### src/salc_pkg.sv
// Shared types and codes for the set-associative LRU cache model.
package salc_pkg;

   // Width of the running hit, miss and eviction totals
   localparam int COUNT_W = 32;

   // Request type codes
   localparam logic [1:0] REQ_MODIFY  = 2'd2;
   localparam logic [1:0] REQ_IGNORED = 2'd3;

   // Configuration register indexes
   localparam logic [1:0] CSR_SET_BITS   = 2'd0;
   localparam logic [1:0] CSR_BLOCK_BITS = 2'd1;
   localparam logic [1:0] CSR_WAYS       = 2'd2;

   // Access outcome
   typedef enum logic [1:0] {
      OUT_HIT   = 2'd0,
      OUT_FILL  = 2'd1,
      OUT_EVICT = 2'd2
   } outcome_type;

   // Control sequencer states
   typedef enum logic [1:0] {
      ST_CLEAR  = 2'd0,
      ST_IDLE   = 2'd1,
      ST_LOOKUP = 2'd2
   } state_type;

endpackage

### src/salc_set_update.sv
// Tag match, victim choice and LRU rank update for one cache set.
module salc_set_update #(
   parameter int NUM_WAYS = 8,
   parameter int RANK_W   = 3,
   parameter int TAG_W    = 64
) (
   input  logic [4:0]                         ways_eff,
   input  logic [TAG_W-1:0]                   lookup_tag,
   input  logic [NUM_WAYS-1:0]                cur_valid,
   input  logic [NUM_WAYS-1:0][RANK_W-1:0]    cur_rank,
   input  logic [NUM_WAYS-1:0][TAG_W-1:0]     cur_tag,
   output logic [NUM_WAYS-1:0]                new_valid,
   output logic [NUM_WAYS-1:0][RANK_W-1:0]    new_rank,
   output logic [NUM_WAYS-1:0][TAG_W-1:0]     new_tag,
   output salc_pkg::outcome_type              outcome
);

   localparam int WAY_W = (NUM_WAYS > 1) ? $clog2(NUM_WAYS) : 1;
   localparam logic [RANK_W-1:0] RANK_MAX = RANK_W'(NUM_WAYS - 1);

   logic [NUM_WAYS-1:0] in_use;
   logic [NUM_WAYS-1:0] match;
   logic [NUM_WAYS-1:0] free;
   logic [NUM_WAYS-1:0] is_oldest;
   logic [WAY_W-1:0]    hit_way;
   logic [WAY_W-1:0]    free_way;
   logic [WAY_W-1:0]    old_way;
   logic [WAY_W-1:0]    used_way;
   logic [RANK_W-1:0]   used_rank;
   logic                hit;
   logic                have_free;

   // per-way status, all ways compared in parallel
   always_comb begin
      for (int v = 0; v < NUM_WAYS; v++) begin
         in_use[v] = (5'(v) < ways_eff);
         match[v]  = in_use[v] && cur_valid[v] && (cur_tag[v] == lookup_tag);
         free[v]   = in_use[v] && !cur_valid[v];
      end
   end

   // a way is oldest when no way in use outranks it
   always_comb begin
      for (int v = 0; v < NUM_WAYS; v++) begin
         is_oldest[v] = in_use[v];
         for (int u = 0; u < NUM_WAYS; u++) begin
            if (in_use[u] && (cur_rank[u] > cur_rank[v])) begin
               is_oldest[v] = 1'b0;
            end
         end
      end
   end

   // lowest-numbered way wins in each group
   always_comb begin
      hit_way  = '0;
      free_way = '0;
      old_way  = '0;
      for (int v = NUM_WAYS - 1; v >= 0; v--) begin
         if (match[v]) begin
            hit_way = WAY_W'(v);
         end
         if (free[v]) begin
            free_way = WAY_W'(v);
         end
         if (is_oldest[v]) begin
            old_way = WAY_W'(v);
         end
      end
   end

   assign hit       = |match;
   assign have_free = |free;

   // choose the line this access uses and report how it got there
   always_comb begin
      priority if (hit) begin
         used_way = hit_way;
         outcome  = salc_pkg::OUT_HIT;
      end else if (have_free) begin
         used_way = free_way;
         outcome  = salc_pkg::OUT_FILL;
      end else begin
         used_way = old_way;
         outcome  = salc_pkg::OUT_EVICT;
      end
   end

   assign used_rank = cur_rank[used_way];

   // used line becomes most recent; younger lines (all of them on a miss) age
   always_comb begin
      for (int v = 0; v < NUM_WAYS; v++) begin
         new_valid[v] = cur_valid[v];
         new_rank[v]  = cur_rank[v];
         new_tag[v]   = cur_tag[v];
         if (WAY_W'(v) == used_way) begin
            new_valid[v] = 1'b1;
            new_rank[v]  = '0;
            new_tag[v]   = lookup_tag;
         end else if (in_use[v] && cur_valid[v] && (!hit || (cur_rank[v] < used_rank))
                      && (cur_rank[v] < RANK_MAX)) begin
            new_rank[v] = cur_rank[v] + RANK_W'(1);
         end
      end
   end

endmodule

### config.mk
export PLATFORM = sky130hd
export DESIGN_NAME = salc_set_update
export DESIGN_NICKNAME = d
export VERILOG_FILES = /design/src/salc_pkg.sv /design/src/salc_set_update.sv
export SDC_FILE = /design/constraint.sdc
export NUM_CORES = 1
export LEC_CHECK = 0
export BUFFER_PORTS_ARGS = -buffer_cell sky130_fd_sc_hd__buf_2
export CAP_MARGIN = 20
export CORE_AREA = 3 3 447 449
export DETAILED_ROUTE_END_ITERATION = 8
export DIE_AREA = 0 0 450 452
export PLACE_DENSITY = 0.3
export SLEW_MARGIN = 5
export SYNTH_ARGS = -nofsm -noshare
export SYNTH_HDL_FRONTEND = slang
export SYNTH_SLANG_ARGS = --single-unit
### constraint.sdc
create_clock -name vclk -period 12.5
set_clock_uncertainty 0.1 [all_clocks]
set_input_delay 2.5 -clock vclk [all_inputs]
set_output_delay 2.5 -clock vclk [all_outputs]
set_load 0.02 [all_outputs]
* After elaboration in Yosys (flattened, before gate mapping) *
Index checks and enable logic that the tools add are counted.

word-level totals
  output and inout port bits = 546
  bits in registers = 0
  word-level logic and storage cells = 362

cells by class
  reductions and logical operators = 124
  multiplexer cells = 126
  equality and inequality tests = 15
  $lt $le $gt $ge = 89
  add/sub/neg operators = 8

operators by type and width
  kind                   number
  $eq A64 B64 Y1         8
  $mux W64               8
  $gt A3 B3 Y1           64
  $mux W3                43
  $logic_and A1 B1 Y1    104
  $mux W1                72
  $add A3 B1 Y3 const B  8
  $lt A3 B3 Y1           8
  $lt A3 B3 Y1 const B   8
  $lt A3 B5 Y1 const A   4
  $reduce_or A8 Y1       2
  $eq A3 B3 Y1 const A   4
  $lt A1 B5 Y1 const A   2
  $lt A2 B5 Y1 const A   2
  $bmux W3 S3            1
  $logic_not A1 Y1       9
  $logic_or A1 B1 Y1     8
  $eq A2 B3 Y1 const A   2
  $lt A3 B4 Y1 const B   1
  $mux W2                2
  $eq A1 B3 Y1 const A   1
  $logic_not A3 Y1       1

* Longest topological paths before layout *
Gate-level depths: netlist of run 1.

  depth after elaboration = 28
  gate-level depth with buffers = 23

* Worst setup path after synthesis of run 1 *
Ideal clock, no wire load.

  path kind = input port to output port
  from = input port lookup_tag[51]
  to = output port new_rank[9] (netlist name)
  arrival = 7.335 ns
  stages on the path = 18
  slack = 2.565 ns
  cells stage by stage = clkbuf_1 > xor2_1 > or4_1 > or4_1 > or4_4 > o22ai_2 > nor2_1 > nor2_2 > nand2_2 > clkbuf_1 > a211oi_1 > a211oi_1 > a31oi_1 > ha_1 > a2111oi_2 > nor4_2 > nor2_1 > a211oi_1

RTL lines
  item             line                   RTL
  start, declared  salc_set_update.sv:8   input logic [TAG_W-1:0] lookup_tag,
  end, declared    salc_set_update.sv:13  output logic [NUM_WAYS-1:0][RANK_W-1:0] new_rank,

==> results of run 1 <==
final cells by class:
type	count	area, um^2
inverter	44	165
multi-input combinational	2019	17000
tap	2640	3300
timing repair buffer	1273	6800
fill	23100	169000
antenna	58	145
per-layer routing:
metal	up-vias	wire, um	share of wire, %	track usage [%]
met5	-	103	0.038	0
met4	16	11900	4.4	8.79
met3	323	20900	7.8	6.26
met2	1599	129000	48	43.0
met1	13200	107000	40	29.7
li1	10600	-	-	-
metrics by stage:
| stage | worst slack (ns) | cells | hold WS [ns] | cell area [um^2] | util (%) |
|---|---|---|---|---|---|
| 6_report | 0.736 | 6034 | 5.27 | 27400 | 14.0 |
| 5_1_grt | 0.629 | 6012 | 5.29 | 27400 | 13.9 |
| 4_1_cts | 0.725 | 5976 | 5.28 | 27300 | 13.9 |
| 3_5_place_dp | 0.734 | 5976 | 5.27 | 27300 | 13.9 |
| 3_3_place_gp | 0.388 | 5973 | 5.28 | 27200 | 13.9 |
| 2_1_floorplan | 2.56 | 2260 | 5.04 | 17900 | - |
how the worst min path moves through the flow:
stage	start	slack, ns	depth (start not counted)	endpoint
after floorplan	cur_valid[2]	5.04	1	new_valid[2]
after global placement	cur_tag[204]	5.28	3	new_tag[204]
after detailed placement	cur_tag[204]	5.27	3	new_tag[204]
after CTS	cur_tag[204]	5.28	3	new_tag[204]
after global routing	cur_tag[204]	5.29	3	new_tag[204]
final	cur_tag[204]	5.27	3	new_tag[204]
logic make-up (layout without fill, tap and decap cells):
kind of cell,count (synthesis),in the layout,share of synthesized area (%)
AO/OA/AOI/OAI,262,262,10.7
XOR/XNOR,503,503,24.6
adder cells (fa/ha/maj),101,101,7.06
buffers and inverters,241,1317,5.26
multiplexers,483,483,30.4
other,0,58,0
AND/OR/NAND/NOR,670,670,22.0
cells in the final DEF (no fill, tap or decap), types with 8 or more instances in the layout:
cell / Yosys / routed
a211oi_1: 11 / 11
a21oi_1: 54 / 54
a31oi_1: 8 / 8
and3_1: 13 / 13
and4_1: 12 / 12
buf_12: 0 / 12
buf_2: 14 / 1160
buf_4: 1 / 101
diode_2: 0 / 58
ha_1: 100 / 100
inv_1: 44 / 44
mux2_2: 477 / 477
nand2_1: 124 / 124
nand2b_1: 17 / 17
nand3_1: 47 / 43
nand3b_1: 24 / 24
nand4_1: 124 / 124
nand4b_1: 21 / 21
nor2_1: 56 / 56
nor2b_1: 9 / 9
nor3_1: 36 / 32
nor4_1: 93 / 93
o2111ai_1: 13 / 13
o211ai_1: 10 / 10
o21a_1: 8 / 8
o21ai_0: 59 / 57
o22ai_1: 10 / 10
or2_2: 8 / 8
or3b_2: 15 / 15
or4_1: 19 / 19
xnor2_1: 301 / 301
xor2_1: 202 / 202
tightest hold or removal path, stage by stage:
cell and delay, ns:
buf_2 0.09, mux2_2 0.13, buf_2 0.15
==> reports/metrics.cfg, run 1 <==
[setup_path]
cp.required_ns = 9.90
endpoint_kind = primary output
path_buf_inv = 5
max_stage_delay_ns = 0.97
cp_num_cells = 19
crit_arrival_ns = 9.16
crit_fanout = 15
slowest_stage = xnor2_1
crit_path_end = new_rank[7]
path_cells = buf_2 -> xnor2_1 -> and4_1 -> nand4_1 -> nor3_1 -> buf_4 -> o311ai_0 -> buf_2 -> buf_4 -> a221o_1 -> a31oi_1 -> a21oi_2 -> a311oi_2 -> or2_1 -> a2bb2oi_1 -> o221ai_1 -> nand3_1 -> a21oi_1 -> buf_2
crit_start = lookup_tag[3]
crit_path_frequent_cell = buf_2
cpLargestDelayFamily = compound AO/OA/AOI/OAI gates
path_class = in2out
startpoint_type = primary input

[floorplan]
fp-row-count = 163
die_h_um = 452
initial_core_util_pct = 9.10
die_w_um = 450
boundaryPins = 1159
die_area_um2 = 203000
core_area_um2 = 197000

[logic_synthesis]
synth_commonest_cells = mux2_2 (477), xnor2_1 (301), xor2_1 (202)
syn-num-nets = 2973
yosysWarnings = 0
yosysMostFrequentCell = mux2_2
yosysTopAreaCellShare_pct = 30.0
yosysSeqAreaShare_pct = 0
synth_area_leaders = mux2_2 (30%), xnor2_1 (15%), xor2_1 (9.9%)
syn_avg_cell_area_um2 = 7.91
syn_area_um2 = 17900
synth_cells = 2260
yosysTopAreaCell = mux2_2
synth_cell_type_count = 97

[place]
hpwl_um = 236000
place.gp.congestion = 0.942
port_buffers = 1159

[global_routing]
grt_max_degree = 75
grt_first_pass_wirelength_um = 323000
grt_pass1_vias = 25200
antenna_found_initial = 100
grt.overflow.total = 0
gr-usage-all-layers_pct = 24.9

[run_status]
outcome = finished clean

[timing]
worst_slew_pin_slew_ns = 1.12
min_period_over_period_pct = 94.1
slew_violations = 0
timing.fmax_mhz = 85.0
fin_crit_ns = 11.76
slew_headroom_pct = 25.0
finalHoldViolations = 0
finalSetupViolations = 0
tns_ns = 0
rsz0062_at_grt = false

[cells_and_area]
register_area_um2 = 0
drive_gt1_share_pct = 54.5
synthToLayoutAreaGrowth_pct = 53.4
nClkBuffers = 0
layout.nets = 4051
sequential_cell_total = 0

[min_path]
hold_path_class = in2out

[routing]
vias = 25800
drtAntennaViolNets = 0
drtPass1Iterations = 5
totalWireLength_um = 268000
route.detailed.drc = 0
wl_per_cell_um = 44.5
drtIter0Drc = 2479
viasPerCell = 4.27

[clocking]
holdBufCountCts = 0
cts_resized = 0
cts_setup_buffers = 0

[job]
maxCapViolations = 0

==> run 2, diff against run 1 <==
--- a/config.mk
+++ b/config.mk
@@ -7,9 +7,9 @@
 export LEC_CHECK = 0
 export BUFFER_PORTS_ARGS = -buffer_cell sky130_fd_sc_hd__buf_2
 export CAP_MARGIN = 20
-export CORE_AREA = 3 3 447 449
+export CORE_AREA = 3 3 455 457
 export DETAILED_ROUTE_END_ITERATION = 8
-export DIE_AREA = 0 0 450 452
+export DIE_AREA = 0 0 458 460
 export PLACE_DENSITY = 0.3
 export SLEW_MARGIN = 5
 export SYNTH_ARGS = -nofsm -noshare
==> constraint.sdc (replaced) <==
create_clock -name vclk -period 10.7
set_clock_uncertainty 0.1 [all_clocks]
set_input_delay 2.14 -clock vclk [all_inputs]
set_output_delay 2.14 -clock vclk [all_outputs]
set_load 0.02 [all_outputs]
==> reports/metrics.cfg, run 2 (synthesis results as in run 1) <==
[place]
dp_cells = 6108  ; +2.2%
dpl-instance-area_um2 = 28000  ; +2.8%
pre_cts_slack_ns = -0.0241  ; -0.758 ns
place.gp.congestion = 0.960  ; +1.9%
port_buffers = 1159  ; unchanged
hpwl_um = 258000  ; +9.4%

[pwr]
p_sw_mw = 1.38
power.share.combinational_pct = 100.0
vdd_drop_max_v = 0.0000293
sequentialPowerShare_pct = 0
power_mw = 1.98
intPower_uw = 595
p_per_area_nw_per_um2 = 70.0
switching_share_pct = 69.9
p_clk_share_pct = 0
p_leak_nw = 11.5

[cells_and_area]
stdcell_count = 6177  ; +2.4%
nClkBuffers = 0  ; unchanged
final_util_pct = 13.8  ; -0.11 points
layout.cells.most_common = buf_2
synthToLayoutAreaGrowth_pct = 57.9
layout.nets = 4135  ; +2.1%
register_area_um2 = 0  ; unchanged
final_area_um2 = 28200  ; +2.9%
sequential_cell_total = 0  ; unchanged
drive_gt1_share_pct = 55.7  ; +1.2 points
final_cell_mix = buf_2 (1,160), mux2_2 (477), xnor2_1 (301), xor2_1 (202), buf_4 (179)

[global_routing]
antenna_found_initial = 175  ; +75%
grt.overflow.total = 0  ; unchanged
gr-usage-all-layers_pct = 25.9  ; +1.0 points
grt_pass1_vias = 25700  ; +1.7%
grt_first_pass_wirelength_um = 344000  ; +6.6%
grt_max_degree = 77  ; +2.7%

[routing]
wl_met3_um = 28100  ; +35%
totalWireLength_um = 288000  ; +7.2%
route.detailed.drc = 0  ; unchanged
wirelength_met1_um = 114000  ; +7.4%
drtIter0Drc = 2510  ; +1.3%
dr_wl_met2_um = 132000  ; +2.6%
wl_per_cell_um = 46.6  ; +4.8%
drtPass1Iterations = 5  ; unchanged
viasPerCell = 4.27  ; about the same
top_layer_used = met5
drtAntennaViolNets = 0  ; unchanged
vias = 26400  ; +2.3%

[timing]
finalHoldViolations = 0  ; unchanged
finalSetupViolations = 0  ; unchanged
tns_ns = 0  ; unchanged
fin_crit_ns = 10.32
holdWs_ns = 4.56  ; -0.712 ns
slew_headroom_pct = 19.3  ; -5.8 points
min_period_over_period_pct = 96.4
setup_ws_ns = 0.382  ; -0.354 ns
slew_violations = 0  ; unchanged
timing.fmax_mhz = 96.9
rsz0062_at_grt = false
worst_slew_pin_slew_ns = 1.21  ; +0.0865 ns

[setup_path]
endpoint_kind = primary output
crit_path_end = new_rank[8]
cp.required_ns = 8.46  ; -1.44 ns
crit_arrival_ns = 8.08  ; -1.08 ns
path_class = in2out
slowest_stage = buf_2
crit_start = lookup_tag[20]
crit_fanout = 15  ; unchanged
startpoint_type = primary input
path_cells = buf_2 -> xnor2_1 -> nand4_1 -> or4_1 -> or4_4 -> nor2_1 -> nor2_1 -> o211ai_1 -> nand2_2 -> buf_4 -> a221oi_2 -> nor2_4 -> a2bb2oi_1 -> o221ai_1 -> nand3_1 -> a211oi_1 -> buf_4 -> buf_2
max_stage_delay_ns = 0.86  ; -0.11 ns

[min_path]
hold_path_class = in2out

[floorplan]
die_w_um = 458  ; +1.8%
fp-row-count = 166  ; +1.8%
boundaryPins = 1159  ; unchanged
die_area_um2 = 211000  ; +3.6%
die_h_um = 460  ; +1.8%
initial_core_util_pct = 8.77  ; -0.33 points
core_area_um2 = 204000  ; +3.7%

[clocking]
cts_setup_buffers = 0  ; unchanged
holdBufCountCts = 0  ; unchanged

[run_status]
outcome = finished clean

[job]
maxCapViolations = 0  ; unchanged

## run 2: cell count changes in the layout (fill, tap and decap cells not counted), sizes merged
cell / delta
buf: +83
clkbuf: +1
diode: +11
## run 2: how the worst min path moves through the flow
stage	end	cells past startpoint	start
after floorplan	new_valid[2]	1	cur_valid[2]
after global placement	new_tag[225]	3	cur_tag[225]
after detailed placement	new_tag[24]	3	cur_tag[24]
after CTS	new_tag[24]	3	cur_tag[24]
after global routing	new_tag[24]	3	cur_tag[24]
final	new_tag[24]	3	cur_tag[24]
## run 2: repair_timing
item,in CTS,in global routing
endpoints found under the setup margin,1,1
resized for setup,1,2
cloned,0,0
## run 2: final cells by class
cell class	count	area, um^2
fill	23800	176000
antenna	69	173
inverter	44	165
tap	2688	3360
timing repair buffer	1357	7500
multi-input combinational	2019	17000
## run 2: layer usage
metal / up-vias / GRT usage, %
met5: - / 0
li1: 10800 / -
met2: 1626 / 42.9
met3: 419 / 9.17
met4: 118 / 8.67
met1: 13400 / 30.9
## run 2: critical path, delay by kind of cell
kind,cells,cell delay [ns]
AO/OA/AOI/OAI,5,1.96
XOR/XNOR,1,0.26
buffers and inverters,4,1.44
AND/OR/NAND/NOR,8,2.21
## run 2: power by group through the flow
stage	logic, mW	clock network, mW	registers (mW)
5_1_grt	2.04	0.000000281	0
3_3_place_gp	1.97	0	0
6_report	1.98	0.000000525	0
3_5_place_dp	1.97	0	0
2_1_floorplan	0.866	0	0
4_1_cts	1.97	0	0
Power figures use the tool's default switching activity.
==> run 3, diff against run 2 <==
--- a/config.mk
+++ b/config.mk
@@ -10,6 +10,7 @@
 export CORE_AREA = 3 3 455 457
 export DETAILED_ROUTE_END_ITERATION = 8
 export DIE_AREA = 0 0 458 460
+export MAX_ROUTING_LAYER = met4
 export PLACE_DENSITY = 0.3
 export SLEW_MARGIN = 5
 export SYNTH_ARGS = -nofsm -noshare
==> reports/metrics.cfg, run 3 (synthesis results as in run 1) <==
[setup_path]
cp.required_ns = 8.46  ; about the same
crit_fanout = 9  ; -6
slowest_stage = or4_1
crit_arrival_ns = 8.07  ; about the same
startpoint_type = primary input
crit_path_frequent_cell = buf_4
max_stage_delay_ns = 0.60  ; -0.26 ns
endpoint_kind = primary output
path_class = in2out

[timing]
rsz0062_at_grt = false
finalSetupViolations = 0  ; unchanged
fin_crit_ns = 10.31  ; -0.0111 ns
min_period_over_period_pct = 96.3  ; -0.10 points
setup_ws_ns = 0.393  ; +0.0111 ns
worst_slew_pin_slew_ns = 1.08  ; -0.128 ns
timing.fmax_mhz = 97.0  ; +0.11%
finalHoldViolations = 0  ; unchanged
slew_violations = 0  ; unchanged
slew_headroom_pct = 27.8  ; +8.5 points

[global_routing]
grt_pass1_vias = 25800  ; +0.61%
grt.overflow.total = 0  ; unchanged
gr-usage-all-layers_pct = 26.6  ; +0.67 points
grt_first_pass_wirelength_um = 344000  ; -0.18%
grt_max_degree = 75  ; -2.6%
antenna_found_initial = 159  ; -9.1%

[cells_and_area]
sequential_cell_total = 0  ; unchanged
final_util_pct = 14.0  ; +0.15 points
fillers = 23900  ; +0.37%
final_cell_mix = buf_2 (1,160), mux2_2 (477), xnor2_1 (301), xor2_1 (202), buf_4 (187)
final_area_um2 = 28500  ; +1.1%
layout.cells.most_common = buf_2
synthToLayoutAreaGrowth_pct = 59.6
multi_input_area_um2 = 17000  ; about the same
register_area_um2 = 0  ; unchanged
nClkBuffers = 0  ; unchanged
drive_gt1_share_pct = 55.9  ; +0.14 points
layout.nets = 4148  ; +0.31%

[job]
maxCapViolations = 0  ; unchanged

[routing]
totalWireLength_um = 287000  ; -0.35%
drtIter0Drc = 2263  ; -9.8%
viasPerCell = 4.17  ; -2.4%
drtAntennaViolNets = 0  ; unchanged
drtPass1Iterations = 6  ; +1
vias = 26000  ; -1.3%
route.detailed.drc = 0  ; unchanged
wl_per_cell_um = 45.9  ; -1.5%

[floorplan]
die_area_um2 = 211000  ; unchanged
die_h_um = 460  ; unchanged
boundaryPins = 1159  ; unchanged
initial_core_util_pct = 8.77  ; unchanged
core_area_um2 = 204000  ; unchanged
die_w_um = 458  ; unchanged
fp-row-count = 166  ; unchanged

[place]
hpwl_um = 257000  ; -0.27%
place.gp.congestion = 0.986  ; +2.7%
dpl-instance-area_um2 = 28200  ; +0.62%
port_buffers = 1159  ; unchanged
pre_cts_slack_ns = 0.0963  ; +0.120 ns

[clocking]
holdBufCountCts = 0  ; unchanged

[min_path]
hold_path_class = in2out
whs_path_depth = 3  ; unchanged

[pwr]
p_leak_nw = 11.5  ; +0.74%
vdd_drop_max_v = 0.0000346  ; +18%
power_mw = 1.99  ; +0.45%
p_per_area_nw_per_um2 = 69.6  ; -0.65%

[run_status]
outcome = finished clean

-- run 3: changes by cell type in the layout (fill, tap and decap cells not counted) --
cell and delta:
diode_2 +58, buf_4 +8, buf_12 +6, a211oi_1 -1
a211oi_2 +1, a311oi_1 +1, a311oi_2 -1, clkbuf_4 -1
nor3b_1 +1, nor3b_2 -1, o311ai_0 +1, o311ai_1 -1
-- run 3: what timing repair did --
item                                    CTS  global route
gates resized for setup                   0             1
buffers inserted                          0             0
endpoints found under the setup margin    0             1
-- run 3: area by class of cell --
type                            count  area share [%]
Multi-Input combinational cell   2019            59.7
Timing Repair Buffer             1370            26.9
Tap cell                         2688            11.8
Antenna cell                      127            1.11
Inverter                           44           0.579
-- run 3: metal layers --
metal	GRT usage (%)	vias to the layer above	wire [um]	part of all wire (%)
met1	30.9	13300	115000	40
met5	-	-	0	0
met4	6.95	0	9960	3.5
li1	-	11000	-	-
met3	9.31	232	29000	10
met2	43.4	1549	133000	46
-- run 3: worst paths after layout --
check,startpoint,to
max,lookup_tag[42],new_rank[13]
min,cur_tag[200],new_tag[200]
-- run 3: per-stage QoR --
step                      instances  setup TNS [ns]  hold slack (ns)
after floorplan                2260               0             4.32
after global placement         6120          -0.176             4.56
after detailed placement       6121               0             4.56
after CTS                      6121               0             4.56
after global routing           6231               0             4.58
final                          6248               0             4.56
-- run 3: where the power goes --
part	internal, mW	switching (mW)	leakage, nW
registers	0	0	0
clock network	0.00000109	0	0.000797
logic	0.605	1.38	11.5
total	0.605	1.38	11.5
-- run 3: worst max-delay path: cells and delay by family --
| kind | cells | cell delay, ns |
|---|---|---|
| adder cells (fa/ha/maj) | 1 | 0.19 |
| buffers and inverters | 7 | 1.61 |
| AO/OA/AOI/OAI | 8 | 1.97 |
| XOR/XNOR | 1 | 0.39 |
| AND/OR/NAND/NOR | 7 | 1.53 |
| multiplexers | 1 | 0.21 |
